**src/rtl/core/stt_pkg.sv**
```systemverilog
`timescale 1ns / 1ps

package stt_pkg;

  // History geometry
  localparam int unsigned HistDepth = 10;
  localparam int unsigned HistIdxW  = $clog2(HistDepth);
  localparam int unsigned SpeedupW  = 16;
  localparam int unsigned SumW      = SpeedupW + $clog2(HistDepth + 1);

  // Limit widths, reset values and clamps
  localparam int unsigned SimdLimW = 13;
  localparam int unsigned GpuLimW  = 23;

  localparam logic [SimdLimW-1:0] SimdReset = SimdLimW'(256);
  localparam logic [SimdLimW-1:0] SimdMin   = SimdLimW'(64);
  localparam logic [SimdLimW-1:0] SimdMax   = SimdLimW'(4096);
  localparam logic [GpuLimW-1:0]  GpuReset  = GpuLimW'(262144);
  localparam logic [GpuLimW-1:0]  GpuMin    = GpuLimW'(65536);
  localparam logic [GpuLimW-1:0]  GpuMax    = GpuLimW'(4194304);

  // Average bounds in Q8.8, scaled by depth (SIMD side is compared at sum*10)
  localparam logic [31:0] SimdUpBound  = 32'(HistDepth * 3840);
  localparam logic [31:0] SimdLowBound = 32'(HistDepth * 2816);
  localparam logic [31:0] GpuUpBound   = 32'(HistDepth * 2560);
  localparam logic [31:0] GpuLowBound  = 32'(HistDepth * 768);

  // Shared multiplier: scale factor, then reciprocal of 5 or 10
  localparam int unsigned MulW = 32;
  localparam logic [MulW-1:0] RecipMul  = 32'hCCCC_CCCD;
  localparam int unsigned     SimdShift = 34;  // x / 5
  localparam int unsigned     GpuShift  = 35;  // x / 10

  localparam logic [3:0] SimdDecFactor = 4'd4;
  localparam logic [3:0] SimdIncFactor = 4'd6;
  localparam logic [3:0] GpuDecFactor  = 4'd7;
  localparam logic [3:0] GpuIncFactor  = 4'd13;

  typedef struct packed {
    logic                wr_en;
    logic                wr_simd;
    logic [HistIdxW-1:0] wr_idx;
    logic [SpeedupW-1:0] wr_data;
    logic                acc_clr;
    logic                acc_en;
    logic [HistIdxW-1:0] rd_idx;
  } hist_ctrl_t;

endpackage

```
**src/rtl/core/stt_history.sv**
```systemverilog
`timescale 1ns / 1ps

module stt_history (
  input  logic                         clk_i,
  input  logic                         rst_ni,
  input  stt_pkg::hist_ctrl_t          ctrl_i,
  output logic [stt_pkg::SumW-1:0]     simd_sum_o,
  output logic [stt_pkg::SumW-1:0]     gpu_sum_o
);
  import stt_pkg::*;

  logic [SpeedupW-1:0] simd_hist_q [HistDepth];
  logic [SpeedupW-1:0] gpu_hist_q  [HistDepth];
  logic [SumW-1:0]     simd_sum_q, simd_sum_d;
  logic [SumW-1:0]     gpu_sum_q, gpu_sum_d;

  always_ff @(posedge clk_i or negedge rst_ni) begin
    if (!rst_ni) begin
      for (int i = 0; i < HistDepth; i++) begin
        simd_hist_q[i] <= '0;
        gpu_hist_q[i]  <= '0;
      end
    end else if (ctrl_i.wr_en) begin
      // only the reporting path's entry moves
      if (ctrl_i.wr_simd) begin
        simd_hist_q[ctrl_i.wr_idx] <= ctrl_i.wr_data;
      end else begin
        gpu_hist_q[ctrl_i.wr_idx] <= ctrl_i.wr_data;
      end
    end
  end

  // while acc_en is set, one entry of each history per cycle into the running sums
  always_comb begin
    simd_sum_d = simd_sum_q;
    gpu_sum_d  = gpu_sum_q;
    if (ctrl_i.acc_clr) begin
      simd_sum_d = '0;
      gpu_sum_d  = '0;
    end else if (ctrl_i.acc_en) begin
      simd_sum_d = simd_sum_q + SumW'(simd_hist_q[ctrl_i.rd_idx]);
      gpu_sum_d  = gpu_sum_q + SumW'(gpu_hist_q[ctrl_i.rd_idx]);
    end
  end

  always_ff @(posedge clk_i or negedge rst_ni) begin
    if (!rst_ni) begin
      simd_sum_q <= '0;
      gpu_sum_q  <= '0;
    end else begin
      simd_sum_q <= simd_sum_d;
      gpu_sum_q  <= gpu_sum_d;
    end
  end

  assign simd_sum_o = simd_sum_q;
  assign gpu_sum_o  = gpu_sum_q;

endmodule

```
**src/rtl/core/speedup_threshold_tuner_top.sv**
```systemverilog
`timescale 1ns / 1ps

// Speedup threshold tuner.
// Input channel (in_valid_i / in_ready_o) carries one speedup report per request:
// a path flag and a Q8.8 speedup. Output channel (out_valid_o / out_ready_i)
// returns one result per request: both current limits and an adjusted flag.
// The enable register lives at byte address 0 of the APB port; while it is 0
// requests are passed straight through with the limits unchanged.
// An ordinary request's result is registered and shows in the cycle after
// acceptance. Every HistDepth-th enabled request starts a tuning pass: it
// sums both histories (one entry each per cycle), takes a decision state and
// three steps per limit through the shared multiplier (scale, reciprocal,
// clamp), then a response state, and the result goes to the output register.
// One request is in flight at a time; in_ready_o is high only when idle and
// the output register is empty or being emptied.
// Reset clears both histories, the slot counter and enable, and loads the
// limits with 256 and 262144. A stalled receiver just holds the result in the
// output register; the tuning pass waits in its response cycle until it drains.
module speedup_threshold_tuner_top (
  input  logic                            clk_i,
  input  logic                            rst_ni,
  // APB configuration
  input  logic                            psel,
  input  logic                            penable,
  input  logic                            pwrite,
  input  logic [2:0]                      paddr,
  input  logic [31:0]                     pwdata,
  output logic [31:0]                     prdata,
  output logic                            pready,
  // report requests
  input  logic                            in_valid_i,
  output logic                            in_ready_o,
  input  logic                            is_simd_i,
  input  logic [stt_pkg::SpeedupW-1:0]    speedup_i,
  // results
  output logic                            out_valid_o,
  input  logic                            out_ready_i,
  output logic [stt_pkg::SimdLimW-1:0]    simd_threshold_o,
  output logic [stt_pkg::GpuLimW-1:0]     gpu_threshold_o,
  output logic                            adjusted_o
);
  import stt_pkg::*;

  localparam logic [2:0] StIdle  = 3'd0;
  localparam logic [2:0] StSum   = 3'd1;
  localparam logic [2:0] StDec   = 3'd2;
  localparam logic [2:0] StMulA  = 3'd3;
  localparam logic [2:0] StMulB  = 3'd4;
  localparam logic [2:0] StApply = 3'd5;
  localparam logic [2:0] StResp  = 3'd6;

  localparam logic RegEnable = 1'b0;  // paddr[2] selects the register index

  logic [2:0] state_q, state_d;

  logic                enable_q, enable_d;
  logic [HistIdxW-1:0] slot_q, slot_d;
  logic [HistIdxW-1:0] cnt_q, cnt_d;
  logic [SimdLimW-1:0] simd_lim_q, simd_lim_d;
  logic [GpuLimW-1:0]  gpu_lim_q, gpu_lim_d;
  logic                s_dec_q, s_dec_d, s_inc_q, s_inc_d;
  logic                g_dec_q, g_dec_d, g_inc_q, g_inc_d;
  logic                unit_gpu_q, unit_gpu_d;
  logic [2*MulW-1:0]   prod_q, prod_d;

  logic                out_valid_q, out_valid_d;
  logic [SimdLimW-1:0] out_simd_q, out_simd_d;
  logic [GpuLimW-1:0]  out_gpu_q, out_gpu_d;
  logic                out_adj_q, out_adj_d;

  hist_ctrl_t      hctrl;
  logic [SumW-1:0] simd_sum, gpu_sum;

  logic            in_fire, out_free, cfg_wr;
  logic [MulW-1:0] mul_a, mul_b;
  logic [31:0]     simd_sum_x10, gpu_sum_x;
  logic [GpuLimW-1:0]  quot;
  logic [SimdLimW-1:0] simd_new;
  logic [GpuLimW-1:0]  gpu_new;

  // ---------------------------------------------------------------- APB
  assign pready = 1'b1;
  assign cfg_wr = psel & penable & pwrite & pready;

  always_comb begin
    enable_d = enable_q;
    if (cfg_wr && paddr[2] == RegEnable) begin
      enable_d = pwdata[0];
    end
  end

  assign prdata = (paddr[2] == RegEnable) ? {31'b0, enable_q} : '0;

  // ---------------------------------------------------------------- history
  stt_history u_history (
    .clk_i      (clk_i),
    .rst_ni     (rst_ni),
    .ctrl_i     (hctrl),
    .simd_sum_o (simd_sum),
    .gpu_sum_o  (gpu_sum)
  );

  // ---------------------------------------------------------------- shared multiplier
  // first pass: limit times small factor; second pass: times reciprocal
  always_comb begin
    if (state_q == StMulB) begin
      mul_a = prod_q[MulW-1:0];
      mul_b = RecipMul;
    end else if (unit_gpu_q) begin
      mul_a = MulW'(gpu_lim_q);
      mul_b = MulW'(g_dec_q ? GpuDecFactor : GpuIncFactor);
    end else begin
      mul_a = MulW'(simd_lim_q);
      mul_b = MulW'(s_dec_q ? SimdDecFactor : SimdIncFactor);
    end
  end

  // sums are at most 20 bits, so the x10 fits easily in 32
  assign simd_sum_x10 = (32'(simd_sum) << 3) + (32'(simd_sum) << 1);
  assign gpu_sum_x    = 32'(gpu_sum);

  // quotient and clamps
  always_comb begin
    if (unit_gpu_q) begin
      quot = prod_q[GpuShift +: GpuLimW];
    end else begin
      quot = GpuLimW'(prod_q[SimdShift +: SimdLimW]);
    end

    simd_new = simd_lim_q;
    if (s_dec_q) begin
      simd_new = (quot[SimdLimW-1:0] < SimdMin) ? SimdMin : quot[SimdLimW-1:0];
    end else if (s_inc_q) begin
      simd_new = (quot[SimdLimW-1:0] > SimdMax) ? SimdMax : quot[SimdLimW-1:0];
    end

    gpu_new = gpu_lim_q;
    if (g_dec_q) begin
      gpu_new = (quot < GpuMin) ? GpuMin : quot;
    end else if (g_inc_q) begin
      gpu_new = (quot > GpuMax) ? GpuMax : quot;
    end
  end

  // ---------------------------------------------------------------- sequencer
  assign out_free   = !out_valid_q || out_ready_i;
  assign in_ready_o = (state_q == StIdle) && out_free;
  assign in_fire    = in_valid_i && in_ready_o;

  always_comb begin
    state_d     = state_q;
    slot_d      = slot_q;
    cnt_d       = cnt_q;
    simd_lim_d  = simd_lim_q;
    gpu_lim_d   = gpu_lim_q;
    s_dec_d     = s_dec_q;
    s_inc_d     = s_inc_q;
    g_dec_d     = g_dec_q;
    g_inc_d     = g_inc_q;
    unit_gpu_d  = unit_gpu_q;
    prod_d      = prod_q;
    out_valid_d = out_valid_q && !out_ready_i;
    out_simd_d  = out_simd_q;
    out_gpu_d   = out_gpu_q;
    out_adj_d   = out_adj_q;

    hctrl         = '0;
    hctrl.wr_simd = is_simd_i;
    hctrl.wr_idx  = slot_q;
    hctrl.wr_data = speedup_i;
    hctrl.rd_idx  = cnt_q;

    unique case (state_q)
      StIdle: begin
        if (in_fire) begin
          if (enable_q) begin
            hctrl.wr_en = 1'b1;
            if (slot_q == HistIdxW'(HistDepth - 1)) begin
              // slot wraps: run a tuning pass before answering
              slot_d        = '0;
              cnt_d         = '0;
              hctrl.acc_clr = 1'b1;
              state_d       = StSum;
            end else begin
              slot_d      = slot_q + 1'b1;
              out_valid_d = 1'b1;
              out_simd_d  = simd_lim_q;
              out_gpu_d   = gpu_lim_q;
              out_adj_d   = 1'b0;
            end
          end else begin
            out_valid_d = 1'b1;
            out_simd_d  = simd_lim_q;
            out_gpu_d   = gpu_lim_q;
            out_adj_d   = 1'b0;
          end
        end
      end
      StSum: begin
        hctrl.acc_en = 1'b1;
        if (cnt_q == HistIdxW'(HistDepth - 1)) begin
          state_d = StDec;
        end else begin
          cnt_d = cnt_q + 1'b1;
        end
      end
      StDec: begin
        s_dec_d    = simd_sum_x10 > SimdUpBound;
        s_inc_d    = simd_sum_x10 < SimdLowBound;
        g_dec_d    = gpu_sum_x > GpuUpBound;
        g_inc_d    = gpu_sum_x < GpuLowBound;
        unit_gpu_d = 1'b0;
        state_d    = StMulA;
      end
      StMulA: begin
        prod_d  = mul_a * mul_b;
        state_d = StMulB;
      end
      StMulB: begin
        prod_d  = mul_a * mul_b;
        state_d = StApply;
      end
      StApply: begin
        if (unit_gpu_q) begin
          gpu_lim_d = gpu_new;
          state_d   = StResp;
        end else begin
          simd_lim_d = simd_new;
          unit_gpu_d = 1'b1;
          state_d    = StMulA;
        end
      end
      StResp: begin
        if (out_free) begin
          out_valid_d = 1'b1;
          out_simd_d  = simd_lim_q;
          out_gpu_d   = gpu_lim_q;
          out_adj_d   = 1'b1;
          state_d     = StIdle;
        end
      end
      default: begin
        state_d = StIdle;
      end
    endcase
  end

  always_ff @(posedge clk_i or negedge rst_ni) begin
    if (!rst_ni) begin
      state_q     <= StIdle;
      enable_q    <= 1'b0;
      slot_q      <= '0;
      cnt_q       <= '0;
      simd_lim_q  <= SimdReset;
      gpu_lim_q   <= GpuReset;
      s_dec_q     <= 1'b0;
      s_inc_q     <= 1'b0;
      g_dec_q     <= 1'b0;
      g_inc_q     <= 1'b0;
      unit_gpu_q  <= 1'b0;
      out_valid_q <= 1'b0;
    end else begin
      state_q     <= state_d;
      enable_q    <= enable_d;
      slot_q      <= slot_d;
      cnt_q       <= cnt_d;
      simd_lim_q  <= simd_lim_d;
      gpu_lim_q   <= gpu_lim_d;
      s_dec_q     <= s_dec_d;
      s_inc_q     <= s_inc_d;
      g_dec_q     <= g_dec_d;
      g_inc_q     <= g_inc_d;
      unit_gpu_q  <= unit_gpu_d;
      out_valid_q <= out_valid_d;
    end
  end

  // payload, no reset needed
  always_ff @(posedge clk_i) begin
    prod_q     <= prod_d;
    out_simd_q <= out_simd_d;
    out_gpu_q  <= out_gpu_d;
    out_adj_q  <= out_adj_d;
  end

  assign out_valid_o      = out_valid_q;
  assign simd_threshold_o = out_simd_q;
  assign gpu_threshold_o  = out_gpu_q;
  assign adjusted_o       = out_adj_q;

endmodule
```
**config.mk**
```make
export PLATFORM = sky130hd
export DESIGN_NAME = speedup_threshold_tuner_top
export DESIGN_NICKNAME = d
export VERILOG_FILES = /design/src/rtl/core/stt_pkg.sv /design/src/rtl/core/stt_history.sv /design/src/rtl/core/speedup_threshold_tuner_top.sv
export SDC_FILE = /design/constraint.sdc
export NUM_CORES = 2
export LEC_CHECK = 0
export BUFFER_PORTS_ARGS = -buffer_cell sky130_fd_sc_hd__buf_2
export CAP_MARGIN = 20
export CORE_UTILIZATION = 45
export DETAILED_ROUTE_END_ITERATION = 10
export GPL_ROUTABILITY_DRIVEN = 1
export GPL_TIMING_DRIVEN = 0
export PLACE_DENSITY = 0.63
export REMOVE_ABC_BUFFERS = 1
export SLEW_MARGIN = 20
export SYNTH_ARGS = -nofsm -noshare
export SYNTH_HDL_FRONTEND = slang
export SYNTH_SLANG_ARGS = --single-unit
```
**constraint.sdc**
```tcl
create_clock -name clk_i -period 17.31 [get_ports clk_i]
set_clock_uncertainty 0.15 [all_clocks]
set_input_delay 1.731 -clock clk_i [delete_from_list [all_inputs] [get_ports clk_i]]
set_output_delay 1.731 -clock clk_i [all_outputs]
set_load 0.005 [all_outputs]
```
==> reports/results.tsv <==
stage	metric	value	unit
timing	Fmax	103	MHz
layout	Final nets	4723	
layout	fillers	8518	
cts	post-cts sizing count	0	
place	IO buf count	65	
routing	drt total wl	107	mm
cts	worst-case clock buffer depth	3	
synthesis	Syn Area/Cell	11.3	µm²
floorplanning	Ports	131	
global_route	vias in the first global route	28300	
floorplanning	core box area	94900	µm²
cts	Num CTS Buffers	50	
timing	fin crit period	9.73	ns
place	Routability Congestion	0.971	
cts	cell at the root of the clock tree	clkbuf_16	
global_route	GRT Total Usage	22.6	%
routing	drt via density	5.39	
timing	Slew headroom	28.9	%
hold_path	hold path depth	0	
layout	area occupied by registers	13200	µm²
synthesis	Syn Inst Count	3823	
critical_path	critical path peak fanout	12	
global_route	global-route wire length before repair	169	mm
cts	Clock transition at path regs	0.07	ns
timing	setup_tns	0	ns
global_route	largest net degree at the start of global routing	91	
floorplanning	Initial Utilization	45.4	%
layout	area of the multi-input gates	26700	µm²
hold_path	min-delay worst type	flop to flop	
synthesis	ys flop type	dfrtp_1	
floorplanning	Die Footprint	97000	µm²
layout	layout cells sized above 1	16.6	%
place	placed wire-length estimate	84.3	mm
cts	H-tree Lvls	2	
synthesis	yosys warns	0	
synthesis	cell area after synthesis	43100	µm²
timing	Tcrit/Tclk final	56.2	%
cts	CTS Sinks	507	
critical_path	worst setup path start	state_q[2]	
routing	Final ANT Viol Nets	0	
routing	DR vias	27700	
cts	worst skew pair latency	0.62	ns
routing	1st-iter DRT viols	1849	
timing	Hold Fails Final Rpt	0	
routing	WL per Instance	20.8	µm
synthesis	number of synthesized register bits	507	
synthesis	Synth async-reset ratio	81.7	%
cts	cts hold-fix bufs	0	
critical_path	FF-to-FF path depth	26	
outcome	status	finished clean	
timing	Max Slew Vio Count	0	
layout	most common cell after layout, fill and taps aside	inv_1	
critical_path	CP startpoint kind	flop	
timing	unrepaired setup endpoints after global routing	false	
routing	# DRC	0	
cts	TritonCTS clock tree	yes	
critical_path	critical path type	flop to flop	
cts	post-CTS setup buffer count	0	
layout	Area Overhead vs Synth	8.53	%
global_route	initial antenna violation count	4	
critical_path	Worst EP arrival	9.87	ns
hold_path	Worst Hold Launch	simd_lim_q[5]	
synthesis	sequential element share of the synthesized area	30.5	%
timing	Final setup viols	0	
synthesis	Post-synth EDFFs	93	
routing	detailed-router iteration count before antenna repair	5	
run	maxcap violations	0	
synthesis	Unique masters post-synth	103	
layout	most frequent cells in the layout	704 x inv_1, 428 x fa_1, 408 x dfrtp_1	
critical_path	CP Capture Type	flop	
timing	worst-margin pin slew	1.06	ns
critical_path	Reg-to-Reg Start	state_q[2]	
floorplanning	Die H	311	µm
floorplanning	chip width	311	µm
critical_path	critical path required time	17.46	ns
global_route	grt total ovfl	0	
floorplanning	Placement Rows	113	
[registers in the layout, summed over array words and instances, names as in the netlist]
register               count
s_inc_q                    1
cnt_q                      4
gpu_threshold_o           23
simd_lim_q                13
enable_q                   1
u_history.simd_sum_o      20
gpu_lim_q                 23
simd_threshold_o          13
s_dec_q                    1
prod_q                    56
unit_gpu_q                 1
g_dec_q                    1
u_history.simd_hist_q    160
slot_q                     4
state_q                    3
u_history.gpu_hist_q     160
out_valid_o                1
adjusted_o                 1
u_history.gpu_sum_o       20
g_inc_q                    1
[critical path, stage by stage (launching register included)]
cell and delay (ns):
dfrtp_1 0.53, inv_1 0.18, nor3_2 0.66, buf_6 0.23
buf_6 0.15, and2_1 0.42, ha_1 0.45, xor2_1 0.47
ha_1 0.40, fa_1 0.54, fa_1 0.50, fa_1 0.59
fa_1 0.44, fa_1 0.49, inv_1 0.05, fa_1 0.47
inv_1 0.04, ha_1 0.30, a21oi_1 0.37, o21ai_1 0.18
a221oi_2 0.28, o21ai_1 0.10, a2111oi_0 0.48, o21bai_1 0.18
a41oi_4 0.28, mux2i_1 0.22, o2111ai_1 0.23
[layout make-up]
class | instances | area share [%]
Multi-Input combinational cell | 2473 | 57.1
Sequential cell | 507 | 28.2
Inverter | 708 | 5.69
Tap cell | 1265 | 3.39
Clock buffer | 70 | 2.97
Timing Repair Buffer | 100 | 2.04
Clock inverter | 21 | 0.610
Antenna cell | 1 | 0.00535
[final timing paths]
path / to / slack [ns]
worst max-delay path: prod_q[55] / 7.58
min in group asynchronous: u_history.simd_hist_q[98] / 0.77
worst max register to register: prod_q[55] / 7.58
worst min register to register: simd_threshold_o[5] / 0.33
worst min-delay path: simd_threshold_o[5] / 0.33
max in group asynchronous: simd_lim_q[8] / 14.73
[routing by layer]
metal | up-vias | track usage (%) | share of wire [%]
met3 | 131 | 3.13 | 5.0
li1 | 12700 | - | -
met1 | 14300 | 32.1 | 45
met4 | 4 | 6.37 | 2.8
met5 | - | 0 | 0.025
met2 | 631 | 36.0 | 47
[cell usage after synthesis (5+ instances only)]
| cell | n | area [µm²] |
|---|---|---|
| a2111oi_0 | 6 | 52.6 |
| a211oi_1 | 18 | 135 |
| a21o_1 | 37 | 278 |
| a21oi_1 | 105 | 526 |
| a22o_1 | 11 | 96.3 |
| a31o_2 | 5 | 43.8 |
| a31oi_1 | 18 | 113 |
| and2_1 | 52 | 325 |
| and3_1 | 17 | 106 |
| buf_1 | 19 | 71.3 |
| buf_2 | 26 | 130 |
| buf_4 | 32 | 240 |
| clkbuf_1 | 95 | 357 |
| dfrtp_1 | 412 | 10300 |
| edfxtp_1 | 93 | 2790 |
| fa_1 | 428 | 8570 |
| ha_1 | 396 | 4950 |
| inv_1 | 704 | 2640 |
| mux2_2 | 328 | 3690 |
| mux2i_1 | 88 | 881 |
| mux4_2 | 64 | 1440 |
| nand2_1 | 165 | 619 |
| nand2b_1 | 12 | 75.1 |
| nand3_1 | 34 | 170 |
| nand4_1 | 17 | 106 |
| nor2_1 | 127 | 477 |
| nor2_2 | 6 | 37.5 |
| nor2b_1 | 23 | 144 |
| nor3_1 | 26 | 130 |
| nor4_1 | 5 | 31.3 |
| o21a_1 | 11 | 82.6 |
| o21ai_0 | 84 | 420 |
| o21ai_1 | 16 | 80.1 |
| o21bai_1 | 29 | 218 |
| o22ai_1 | 63 | 394 |
| o31ai_1 | 9 | 67.6 |
| or2_2 | 5 | 31.3 |
| or3_1 | 7 | 43.8 |
| xnor2_1 | 72 | 631 |
| xor2_1 | 49 | 429 |
[cells by family (layout without fill, tap and decap cells)]
group / Yosys count / count (layout) / synth area share (%)
adder cells (fa/ha/maj): 824 / 824 / 31.4
AND/OR/NAND/NOR: 527 / 527 / 5.97
buffers and inverters: 882 / 899 / 8.08
AO/OA/AOI/OAI: 480 / 480 / 7.57
XOR/XNOR: 121 / 121 / 2.46
multiplexers: 480 / 480 / 14.0
other: 2 / 42 / 0.0174
flip-flops: 507 / 507 / 30.5
[stage by stage]
| step | worst slack, ns | instances | utilization (%) | instance area (µm²) | hold slack, ns |
|---|---|---|---|---|---|
| floorplan | 7.21 | 3688 | - | 42400 | 0.291 |
| global placement | 1.83 | 5018 | 46.7 | 44300 | 0.308 |
| detailed placement | 7.59 | 5053 | 47.5 | 45100 | 0.308 |
| CTS | 7.57 | 5144 | 49.3 | 46800 | 0.331 |
| global route | 7.13 | 5144 | 49.3 | 46800 | 0.344 |
| finish | 7.58 | 5145 | 49.3 | 46800 | 0.326 |
Power is not shown: default switching activity piles up to over one toggle a cycle in this logic, so the estimate is an artifact.
